**config.mk**
```make
export PLATFORM = sky130hd
export DESIGN_NAME = sha1_message_digest_core
export DESIGN_NICKNAME = d
export VERILOG_FILES = /design/src/rtl/sha1md_pkg.sv /design/src/rtl/sha1md_front.sv /design/src/rtl/sha1md_fifo.sv /design/src/rtl/sha1md_core.sv /design/src/rtl/sha1_message_digest_core.sv
export SDC_FILE = /design/constraint.sdc
export NUM_CORES = 2
export LEC_CHECK = 0
export ABC_AREA = 1
export CELL_PAD_IN_SITES_DETAIL_PLACEMENT = 0
export CELL_PAD_IN_SITES_GLOBAL_PLACEMENT = 1
export CORE_UTILIZATION = 45
export CTS_BUF_LIST = sky130_fd_sc_hd__clkbuf_8
export DETAILED_ROUTE_END_ITERATION = 16
export DONT_BUFFER_PORTS = 1
export GPL_TIMING_DRIVEN = 1
export PLACE_DENSITY_LB_ADDON = 0.08
export SLEW_MARGIN = 20
export SYNTH_ARGS = -nofsm -noshare
export SYNTH_HDL_FRONTEND = slang
export SYNTH_SLANG_ARGS = --single-unit
```
**constraint.sdc**
```tcl
create_clock -name clk -period 26.5 [get_ports clk]
set_input_delay 2.65 -clock clk [delete_from_list [all_inputs] [get_ports clk]]
set_output_delay 2.65 -clock clk [all_outputs]
set_load 0.02 [all_outputs]
```
**src/rtl/sha1md_pkg.sv**
```systemverilog
// SHA-1 message digest: shared types and constants.
// Used by every module of the core; no dependencies.
`default_nettype none

package sha1md_pkg;

    typedef struct packed {
        logic [7:0] data_byte;
        logic       has_byte;
        logic       end_of_message;
    } msg_item_t;

    typedef struct packed {
        logic [31:0] digest_word;
        logic [2:0]  word_index;
        logic        last_word;
    } dig_item_t;

    // One 32-bit message schedule word on its way to the compression engine.
    typedef struct packed {
        logic [31:0] word;
        logic        last;   // word 15 of the closing block of a message
    } q_entry_t;

    typedef struct packed {
        logic full;
        logic empty;
    } q_stat_t;

    localparam logic [4:0][31:0] H_INIT = {
        32'hC3D2E1F0, 32'h10325476, 32'h98BADCFE, 32'hEFCDAB89, 32'h67452301
    };

    localparam logic [31:0] K_0 = 32'h5A827999;
    localparam logic [31:0] K_1 = 32'h6ED9EBA1;
    localparam logic [31:0] K_2 = 32'h8F1BBCDC;
    localparam logic [31:0] K_3 = 32'hCA62C1D6;

    localparam logic [7:0] PAD_BYTE = 8'h80;

    localparam logic [2:0] LAST_INDEX = 3'd4;

endpackage

`default_nettype wire

```
**src/rtl/sha1md_front.sv**
```systemverilog
// SHA-1 front end: packs message bytes into big-endian words, adds padding
// and the bit length. Depends on sha1md_pkg.
`default_nettype none

module sha1md_front
    import sha1md_pkg::*;
(
    input  wire logic      clk,
    input  wire logic      rst_n,
    input  wire logic      msg_valid,
    output logic           msg_stall,
    input  wire msg_item_t msg,
    output logic           q_push,
    output q_entry_t       q_wr,
    input  wire q_stat_t   q_stat
);

    localparam logic [1:0] F_TAKE = 2'd0;
    localparam logic [1:0] F_PAD1 = 2'd1;
    localparam logic [1:0] F_PAD  = 2'd2;

    logic [1:0]  state_reg, state_next;
    logic [23:0] acc_reg, acc_next;
    logic [1:0]  bpos_reg, bpos_next;
    logic [3:0]  wpos_reg, wpos_next;
    logic [60:0] len_reg, len_next;
    logic        len_ok_reg, len_ok_next;
    logic        take;
    logic [63:0] len_bits;

    assign len_bits  = {len_reg, 3'b000};
    assign msg_stall = (state_reg != F_TAKE) || q_stat.full;
    assign take      = msg_valid && !msg_stall;

    always_comb
    begin
        state_next  = state_reg;
        acc_next    = acc_reg;
        bpos_next   = bpos_reg;
        wpos_next   = wpos_reg;
        len_next    = len_reg;
        len_ok_next = len_ok_reg;
        q_push      = 1'b0;
        q_wr.word   = {acc_reg, msg.data_byte};
        q_wr.last   = 1'b0;
        case (state_reg)
            F_TAKE:
            begin
                if (take)
                begin
                    if (msg.has_byte)
                    begin
                        acc_next  = {acc_reg[15:0], msg.data_byte};
                        bpos_next = bpos_reg + 2'd1;
                        len_next  = len_reg + 61'd1;
                        if (bpos_reg == 2'd3)
                        begin
                            q_push    = 1'b1;
                            wpos_next = wpos_reg + 4'd1;
                        end
                    end
                    if (msg.end_of_message)
                    begin
                        state_next = F_PAD1;
                    end
                end
            end
            F_PAD1:
            begin
                case (bpos_reg)
                    2'd0:    q_wr.word = {PAD_BYTE, 24'h0};
                    2'd1:    q_wr.word = {acc_reg[7:0], PAD_BYTE, 16'h0};
                    2'd2:    q_wr.word = {acc_reg[15:0], PAD_BYTE, 8'h0};
                    default: q_wr.word = {acc_reg, PAD_BYTE};
                endcase
                q_push = !q_stat.full;
                if (!q_stat.full)
                begin
                    wpos_next   = wpos_reg + 4'd1;
                    bpos_next   = 2'd0;
                    // pad in word 15 opens a fresh block, so the length fits there too
                    len_ok_next = (wpos_reg != 4'd14);
                    state_next  = F_PAD;
                end
            end
            F_PAD:
            begin
                if (len_ok_reg && wpos_reg == 4'd14)
                begin
                    q_wr.word = len_bits[63:32];
                end
                else if (len_ok_reg && wpos_reg == 4'd15)
                begin
                    q_wr.word = len_bits[31:0];
                end
                else
                begin
                    q_wr.word = 32'h0;
                end
                q_wr.last = len_ok_reg && (wpos_reg == 4'd15);
                q_push    = !q_stat.full;
                if (!q_stat.full)
                begin
                    wpos_next = wpos_reg + 4'd1;
                    if (wpos_reg == 4'd15)
                    begin
                        len_ok_next = 1'b1;
                    end
                    if (q_wr.last)
                    begin
                        len_next    = '0;
                        len_ok_next = 1'b0;
                        state_next  = F_TAKE;
                    end
                end
            end
            default:
            begin
                state_next = F_TAKE;
            end
        endcase
    end

    always_ff @(posedge clk or negedge rst_n)
    begin
        if (!rst_n)
        begin
            state_reg  <= F_TAKE;
            bpos_reg   <= '0;
            wpos_reg   <= '0;
            len_reg    <= '0;
            len_ok_reg <= 1'b0;
        end
        else
        begin
            state_reg  <= state_next;
            bpos_reg   <= bpos_next;
            wpos_reg   <= wpos_next;
            len_reg    <= len_next;
            len_ok_reg <= len_ok_next;
        end
    end

    always_ff @(posedge clk)
    begin
        acc_reg <= acc_next;
    end

endmodule

`default_nettype wire

```
**src/rtl/sha1md_fifo.sv**
```systemverilog
// SHA-1 word queue between the front end and the compression engine.
// Register-based FIFO; depends on sha1md_pkg.
`default_nettype none

module sha1md_fifo
    import sha1md_pkg::*;
#(
    parameter int unsigned DEPTH = 4
)
(
    input  wire logic     clk,
    input  wire logic     rst_n,
    input  wire logic     push,
    input  wire q_entry_t wr,
    input  wire logic     pop,
    output q_entry_t      rd,
    output q_stat_t       stat
);

    localparam int unsigned AW = (DEPTH > 1) ? $clog2(DEPTH) : 1;
    localparam int unsigned CW = $clog2(DEPTH + 1);

    q_entry_t        mem_reg [DEPTH];
    logic [AW-1:0]   wr_ptr_reg, rd_ptr_reg;
    logic [CW-1:0]   cnt_reg;
    logic            do_push, do_pop;

    assign stat.full  = (cnt_reg == CW'(DEPTH));
    assign stat.empty = (cnt_reg == '0);
    assign do_push    = push && !stat.full;
    assign do_pop     = pop && !stat.empty;
    assign rd         = mem_reg[rd_ptr_reg];

    always_ff @(posedge clk or negedge rst_n)
    begin
        if (!rst_n)
        begin
            wr_ptr_reg <= '0;
            rd_ptr_reg <= '0;
            cnt_reg    <= '0;
        end
        else
        begin
            if (do_push)
            begin
                wr_ptr_reg <= (wr_ptr_reg == AW'(DEPTH - 1)) ? '0 : wr_ptr_reg + AW'(1);
            end
            if (do_pop)
            begin
                rd_ptr_reg <= (rd_ptr_reg == AW'(DEPTH - 1)) ? '0 : rd_ptr_reg + AW'(1);
            end
            if (do_push && !do_pop)
            begin
                cnt_reg <= cnt_reg + CW'(1);
            end
            else if (do_pop && !do_push)
            begin
                cnt_reg <= cnt_reg - CW'(1);
            end
        end
    end

    always_ff @(posedge clk)
    begin
        if (do_push)
        begin
            mem_reg[wr_ptr_reg] <= wr;
        end
    end

endmodule

`default_nettype wire

```
**src/rtl/sha1md_core.sv**
```systemverilog
// SHA-1 compression engine: one round per cycle if fed, over a 16-word
// schedule window, chaining update, digest out. Depends on sha1md_pkg.
`default_nettype none

module sha1md_core
    import sha1md_pkg::*;
(
    input  wire logic     clk,
    input  wire logic     rst_n,
    input  wire q_entry_t q_rd,
    input  wire q_stat_t  q_stat,
    output logic          q_pop,
    output logic          dig_valid,
    input  wire logic     dig_stall,
    output dig_item_t     dig
);

    localparam logic [1:0] B_IDLE  = 2'd0;
    localparam logic [1:0] B_ROUND = 2'd1;
    localparam logic [1:0] B_ADD   = 2'd2;
    localparam logic [1:0] B_OUT   = 2'd3;

    logic [1:0]        state_reg, state_next;
    logic [4:0][31:0]  h_reg, h_next;
    logic [31:0]       a_reg, b_reg, c_reg, d_reg, e_reg;
    logic [31:0]       a_next, b_next, c_next, d_next, e_next;
    logic [15:0][31:0] w_reg, w_next;
    logic [6:0]        t_reg, t_next;
    logic              fin_reg, fin_next;
    logic [2:0]        idx_reg, idx_next;
    logic              need_q, step;
    logic [31:0]       wx, wt, f, k, sum;

    assign need_q = (t_reg < 7'd16);
    assign step   = (state_reg == B_ROUND) && (!need_q || !q_stat.empty);
    assign q_pop  = (state_reg == B_ROUND) && need_q && !q_stat.empty;
    assign wx     = w_reg[13] ^ w_reg[8] ^ w_reg[2] ^ w_reg[0];
    assign wt     = need_q ? q_rd.word : {wx[30:0], wx[31]};

    always_comb
    begin
        if (t_reg < 7'd20)
        begin
            f = (b_reg & c_reg) | (~b_reg & d_reg);
            k = K_0;
        end
        else if (t_reg < 7'd40)
        begin
            f = b_reg ^ c_reg ^ d_reg;
            k = K_1;
        end
        else if (t_reg < 7'd60)
        begin
            f = (b_reg & c_reg) | (b_reg & d_reg) | (c_reg & d_reg);
            k = K_2;
        end
        else
        begin
            f = b_reg ^ c_reg ^ d_reg;
            k = K_3;
        end
    end

    assign sum = {a_reg[26:0], a_reg[31:27]} + f + e_reg + k + wt;

    assign dig_valid       = (state_reg == B_OUT);
    assign dig.digest_word = h_reg[idx_reg];
    assign dig.word_index  = idx_reg;
    assign dig.last_word   = (idx_reg == LAST_INDEX);

    always_comb
    begin
        state_next = state_reg;
        h_next     = h_reg;
        a_next     = a_reg;
        b_next     = b_reg;
        c_next     = c_reg;
        d_next     = d_reg;
        e_next     = e_reg;
        w_next     = w_reg;
        t_next     = t_reg;
        fin_next   = fin_reg;
        idx_next   = idx_reg;
        case (state_reg)
            B_IDLE:
            begin
                if (!q_stat.empty)
                begin
                    a_next     = h_reg[0];
                    b_next     = h_reg[1];
                    c_next     = h_reg[2];
                    d_next     = h_reg[3];
                    e_next     = h_reg[4];
                    t_next     = '0;
                    state_next = B_ROUND;
                end
            end
            B_ROUND:
            begin
                if (step)
                begin
                    a_next = sum;
                    b_next = a_reg;
                    c_next = {b_reg[1:0], b_reg[31:2]};
                    d_next = c_reg;
                    e_next = d_reg;
                    w_next = {wt, w_reg[15:1]};
                    t_next = t_reg + 7'd1;
                    if (t_reg == 7'd15)
                    begin
                        fin_next = q_rd.last;
                    end
                    if (t_reg == 7'd79)
                    begin
                        state_next = B_ADD;
                    end
                end
            end
            B_ADD:
            begin
                h_next[0]  = h_reg[0] + a_reg;
                h_next[1]  = h_reg[1] + b_reg;
                h_next[2]  = h_reg[2] + c_reg;
                h_next[3]  = h_reg[3] + d_reg;
                h_next[4]  = h_reg[4] + e_reg;
                idx_next   = '0;
                state_next = fin_reg ? B_OUT : B_IDLE;
            end
            B_OUT:
            begin
                if (!dig_stall)
                begin
                    if (idx_reg == LAST_INDEX)
                    begin
                        h_next     = H_INIT;
                        state_next = B_IDLE;
                    end
                    else
                    begin
                        idx_next = idx_reg + 3'd1;
                    end
                end
            end
            default:
            begin
                state_next = B_IDLE;
            end
        endcase
    end

    always_ff @(posedge clk or negedge rst_n)
    begin
        if (!rst_n)
        begin
            state_reg <= B_IDLE;
            h_reg     <= H_INIT;
            t_reg     <= '0;
            fin_reg   <= 1'b0;
            idx_reg   <= '0;
        end
        else
        begin
            state_reg <= state_next;
            h_reg     <= h_next;
            t_reg     <= t_next;
            fin_reg   <= fin_next;
            idx_reg   <= idx_next;
        end
    end

    always_ff @(posedge clk)
    begin
        a_reg <= a_next;
        b_reg <= b_next;
        c_reg <= c_next;
        d_reg <= d_next;
        e_reg <= e_next;
        w_reg <= w_next;
    end

    a_round_range: assert property (@(posedge clk) disable iff (!rst_n)
        state_reg == B_ROUND |-> t_reg <= 7'd79)
        else $error("round counter past 79");

    a_add_after_rounds: assert property (@(posedge clk) disable iff (!rst_n)
        state_reg == B_ADD |-> $past(state_reg) == B_ROUND && $past(t_reg) == 7'd79)
        else $error("chaining update without a full set of rounds");

    a_chain_restart: assert property (@(posedge clk) disable iff (!rst_n)
        dig_valid && !dig_stall && dig.last_word |=> h_reg == H_INIT)
        else $error("chaining words not restored after digest");

endmodule

`default_nettype wire

```
**src/rtl/sha1_message_digest_core.sv**
```systemverilog
// Streaming SHA-1: one byte per transaction in, five digest words out per message.
// A block's chaining update is registered in the add state after its last round;
// after the closing block's update, the output state presents the digest words.
// Throughput: one byte per cycle while the word queue has room and no padding is
// pending; only QUEUE_DEPTH words queue up during the 64 rounds that take none.
// Reset: chaining words to SHA-1 initial values, counts and queue cleared at once.
`default_nettype none

module sha1_message_digest_core
    import sha1md_pkg::*;
#(
    parameter int unsigned QUEUE_DEPTH = 4
)
(
    input  wire logic      clk,
    input  wire logic      rst_n,
    input  wire logic      msg_valid,
    output logic           msg_stall,
    input  wire msg_item_t msg,
    output logic           dig_valid,
    input  wire logic      dig_stall,
    output dig_item_t      dig
);

    logic     q_push, q_pop;
    q_entry_t q_wr, q_rd;
    q_stat_t  q_stat;

    sha1md_front u_front (
        .clk       (clk),
        .rst_n     (rst_n),
        .msg_valid (msg_valid),
        .msg_stall (msg_stall),
        .msg       (msg),
        .q_push    (q_push),
        .q_wr      (q_wr),
        .q_stat    (q_stat)
    );

    sha1md_fifo #(
        .DEPTH (QUEUE_DEPTH)
    ) u_fifo (
        .clk   (clk),
        .rst_n (rst_n),
        .push  (q_push),
        .wr    (q_wr),
        .pop   (q_pop),
        .rd    (q_rd),
        .stat  (q_stat)
    );

    sha1md_core u_core (
        .clk       (clk),
        .rst_n     (rst_n),
        .q_rd      (q_rd),
        .q_stat    (q_stat),
        .q_pop     (q_pop),
        .dig_valid (dig_valid),
        .dig_stall (dig_stall),
        .dig       (dig)
    );

endmodule

`default_nettype wire
```
==> results.py <==
metrics = {
    "cts": {
        "post_cts_buffers": 0,
        "cts_buffers": 185,
        "clockBufferDepth": 3,
        "clk_latency_ns": 0.96,
        "cts_sinks": 1078,
        "hold_buffers": 0,
        "root_buffer": "clkbuf_8",
        "cts-resized-gates": 0,
        "path_clk_slew_ns": 0.06,
        "cts-htree-levels": 4,
        "cts_tree": "done",
    },
    "hold_path": {
        "whs_endpoint": "u_core.w_reg[31]",
        "hold_start": "u_core.w_reg[63]",
        "min_path_type": "flip-flop to flip-flop",
        "hold_depth": 0,
    },
    "place": {
        "dpl.hpwl_um": 155400,
        "port_buffers": 0,
        "place_congestion": 0.9770,
    },
    "global_route": {
        "grt_pass1_wl_um": 297100,
        "grt_pass1_vias": 42850,
        "grt_usage": 0.3111,
        "antenna_found_initial": 5,
        "grt_max_degree": 251,
        "overflow": 0,
    },
    "route": {
        "drc": 0,
        "drt-total-wl_um": 205200,
        "drt-initial-drc-count": 4946,
        "vias": 45380,
        "firstDrtPassIters": 9,
        "wl_per_cell_um": 25.44,
        "antenna_left": 0,
        "via_per_inst": 5.626,
    },
    "floorplan": {
        "dieArea_um2": 131400,
        "fp.dieW_um": 362.4,
        "io_pins": 52,
        "start_util": 0.4561,
        "core.rowCount": 131,
        "die_y_um": 362.4,
        "core_um2": 128200,
    },
    "sta": {
        "tightestPinTransition_ns": 2.497,
        "fin_crit_sh": 0.2532,
        "slew_viol_final": 191,
        "fin_crit_ns": 6.710,
        "max_slew_margin": -0.6647,
        "setup_tns_ns": 0,
        "setup_viol": 0,
        "fmax_mhz": 149.0,
        "skew_ns": 0.07833,
        "rsz0062_at_grt": "false",
        "hold_viol": 0,
    },
    "run_status": {
        "outcome": "finished, violations left",
        "violations": "slew limit",
    },
    "flow_run": {
        "maxCapViolCount": 0,
    },
    "critical_path": {
        "worst-path-max-fanout": 52,
        "crit_arrival_ns": 4.06,
        "r2r_slack_ns": 19.97,
        "crit_path_frequent_cell": "buf_4",
        "crit_path_end_kind": "output port",
        "path_cells": "clkinv_1 > buf_4 > nand3_1 > buf_4 > o21ai_0",
        "cp_slowest_stage_delay_ns": 0.81,
        "critPathKind": "flip-flop to output port",
        "crit_slowest_cell": "o21ai_0",
        "startpoint_type": "flip-flop",
        "crit_required_ns": 23.85,
        "r2r_start": "u_core.t_reg[5]",
        "timing.rr.end": "u_core.a_reg[29]",
        "reg2reg_depth": 24,
    },
    "synth": {
        "synth_seq_cells": 1078,
        "synth_warnings": 0,
        "synth_common_cells": "1,173 x nand2_1, 828 x edfxtp_1, 784 x inv_1",
        "syn_area_um2": 58460,
        "async_flop_share": 0.2319,
        "synth_top_area_frac": 0.4253,
        "netlist_top_cells_area": "edfxtp_1 43%, nand2_1 7.5%, dfrtp_1 7.3%, ha_1 5.1%, inv_1 5.0%",
        "synthFlopType": "edfxtp_1",
        "yosys.area.top_type": "edfxtp_1",
        "synth_cell_type_count": 62,
        "synth.avg_cell_area_um2": 9.599,
        "synth_edf_count": 828,
        "synth_seq_area_share": 0.5340,
        "synthCells": 6091,
        "yosys.cell_count.top_type": "nand2_1",
        "syn_nets": 6470,
    },
    "finish": {
        "layout.nets": 6549,
        "drive_gt1_frac": 0.07373,
        "final_core_util": 0.5017,
        "area_growth_pct": 9.998,
        "largest_reg_flops": 512,
    },
}
-- layer usage --
layer / up-vias / wire (um) / global-route usage / part of all wire
li1: 21030 / - / - / -
met1: 22430 / 95140 / 0.4637 / 0.46
met2: 1616 / 89140 / 0.4608 / 0.43
met3: 300 / 14560 / 0.05118 / 0.071
met4: 2 / 6367 / 0.09936 / 0.031
met5: - / 11 / 0 / 0.000054
-- logic make-up (layout without fill, tap and decap cells) --
family / count (synthesis) / after routing / share of synthesized area
compound gates: 1318 / 1318 / 0.1249
mux: 2 / 2 / 0.0003852
fa+ha+maj: 365 / 365 / 0.09416
flops: 1078 / 1078 / 0.5340
simple gates: 2200 / 2200 / 0.1582
buf+inv: 958 / 1201 / 0.06290
other cells: 0 / 3 / 0
xor+xnor: 170 / 170 / 0.02547
-- per-stage QoR --
step	cell area, um^2	hold slack (ns)	setup WS, ns	std cells
after floorplan	58470	0.4003	10.20	6091
after global placement	60380	0.4000	20.29	7706
after detailed placement	60500	0.4045	20.26	7712
after CTS	64290	0.3912	19.70	8063
after global routing	64310	0.3946	19.71	8065
final	64310	0.4054	19.79	8066
-- worst max-delay path, delay by kind of cell, from the launching register on --
family	cells	cell delay (ns)
flip-flops	1	0.54
AND/OR/NAND/NOR	1	0.70
AO/OA/AOI/OAI	1	0.81
buffers and inverters	3	1.04
-- final cells by class --
class	instances	area, um^2
tap	1729	2163
antenna	3	7.507
sequential	1078	31220
inverter	798	2998
multi-input combinational	4055	23650
timing repair buffer	52	478.0
clock buffer	197	2711
fill	12140	63870
clock inverter	154	1077
-- how the worst max path moves through the flow --
| stage | start | to | slack (ns) | cells past startpoint |
|---|---|---|---|---|
| after floorplan | u_core.t_reg[5] | u_core.w_reg[0] | 10.20 | 5 |
| after global placement | u_core.t_reg[5] | u_core.a_reg[29] | 20.29 | 24 |
| after detailed placement | u_core.t_reg[5] | u_core.a_reg[29] | 20.26 | 24 |
| after CTS | u_core.idx_reg[0] | dig[35] | 19.70 | 5 |
| after global routing | u_core.t_reg[5] | u_core.a_reg[29] | 19.71 | 24 |
| final | u_core.idx_reg[0] | dig[18] | 19.79 | 5 |
-- cell usage in the layout (no fill, tap or decap), types with 29 or more instances in the layout --
| cell type | Yosys | final |
|---|---|---|
| buf_4 | 1 | 45 |
| inv_1 | 784 | 844 |
| ha_1 | 240 | 240 |
| xor2_1 | 78 | 78 |
| nand4_1 | 89 | 89 |
| o22ai_1 | 143 | 143 |
| xnor2_1 | 92 | 92 |
| dfstp_2 | 80 | 80 |
| nand2_1 | 1173 | 1172 |
| o21ai_0 | 570 | 566 |
| a21oi_1 | 399 | 397 |
| edfxtp_1 | 828 | 828 |
| clkinv_1 | 3 | 40 |
| a21o_1 | 30 | 30 |
| clkinv_2 | 0 | 29 |
| fa_1 | 125 | 125 |
| nor2_1 | 483 | 478 |
| dfrtp_1 | 170 | 168 |
| nor3_1 | 75 | 75 |
| clkbuf_8 | 0 | 197 |
| nand3_1 | 294 | 294 |
Power is not shown: default switching activity piles up to over one toggle a cycle in this logic, so the estimate is an artifact.
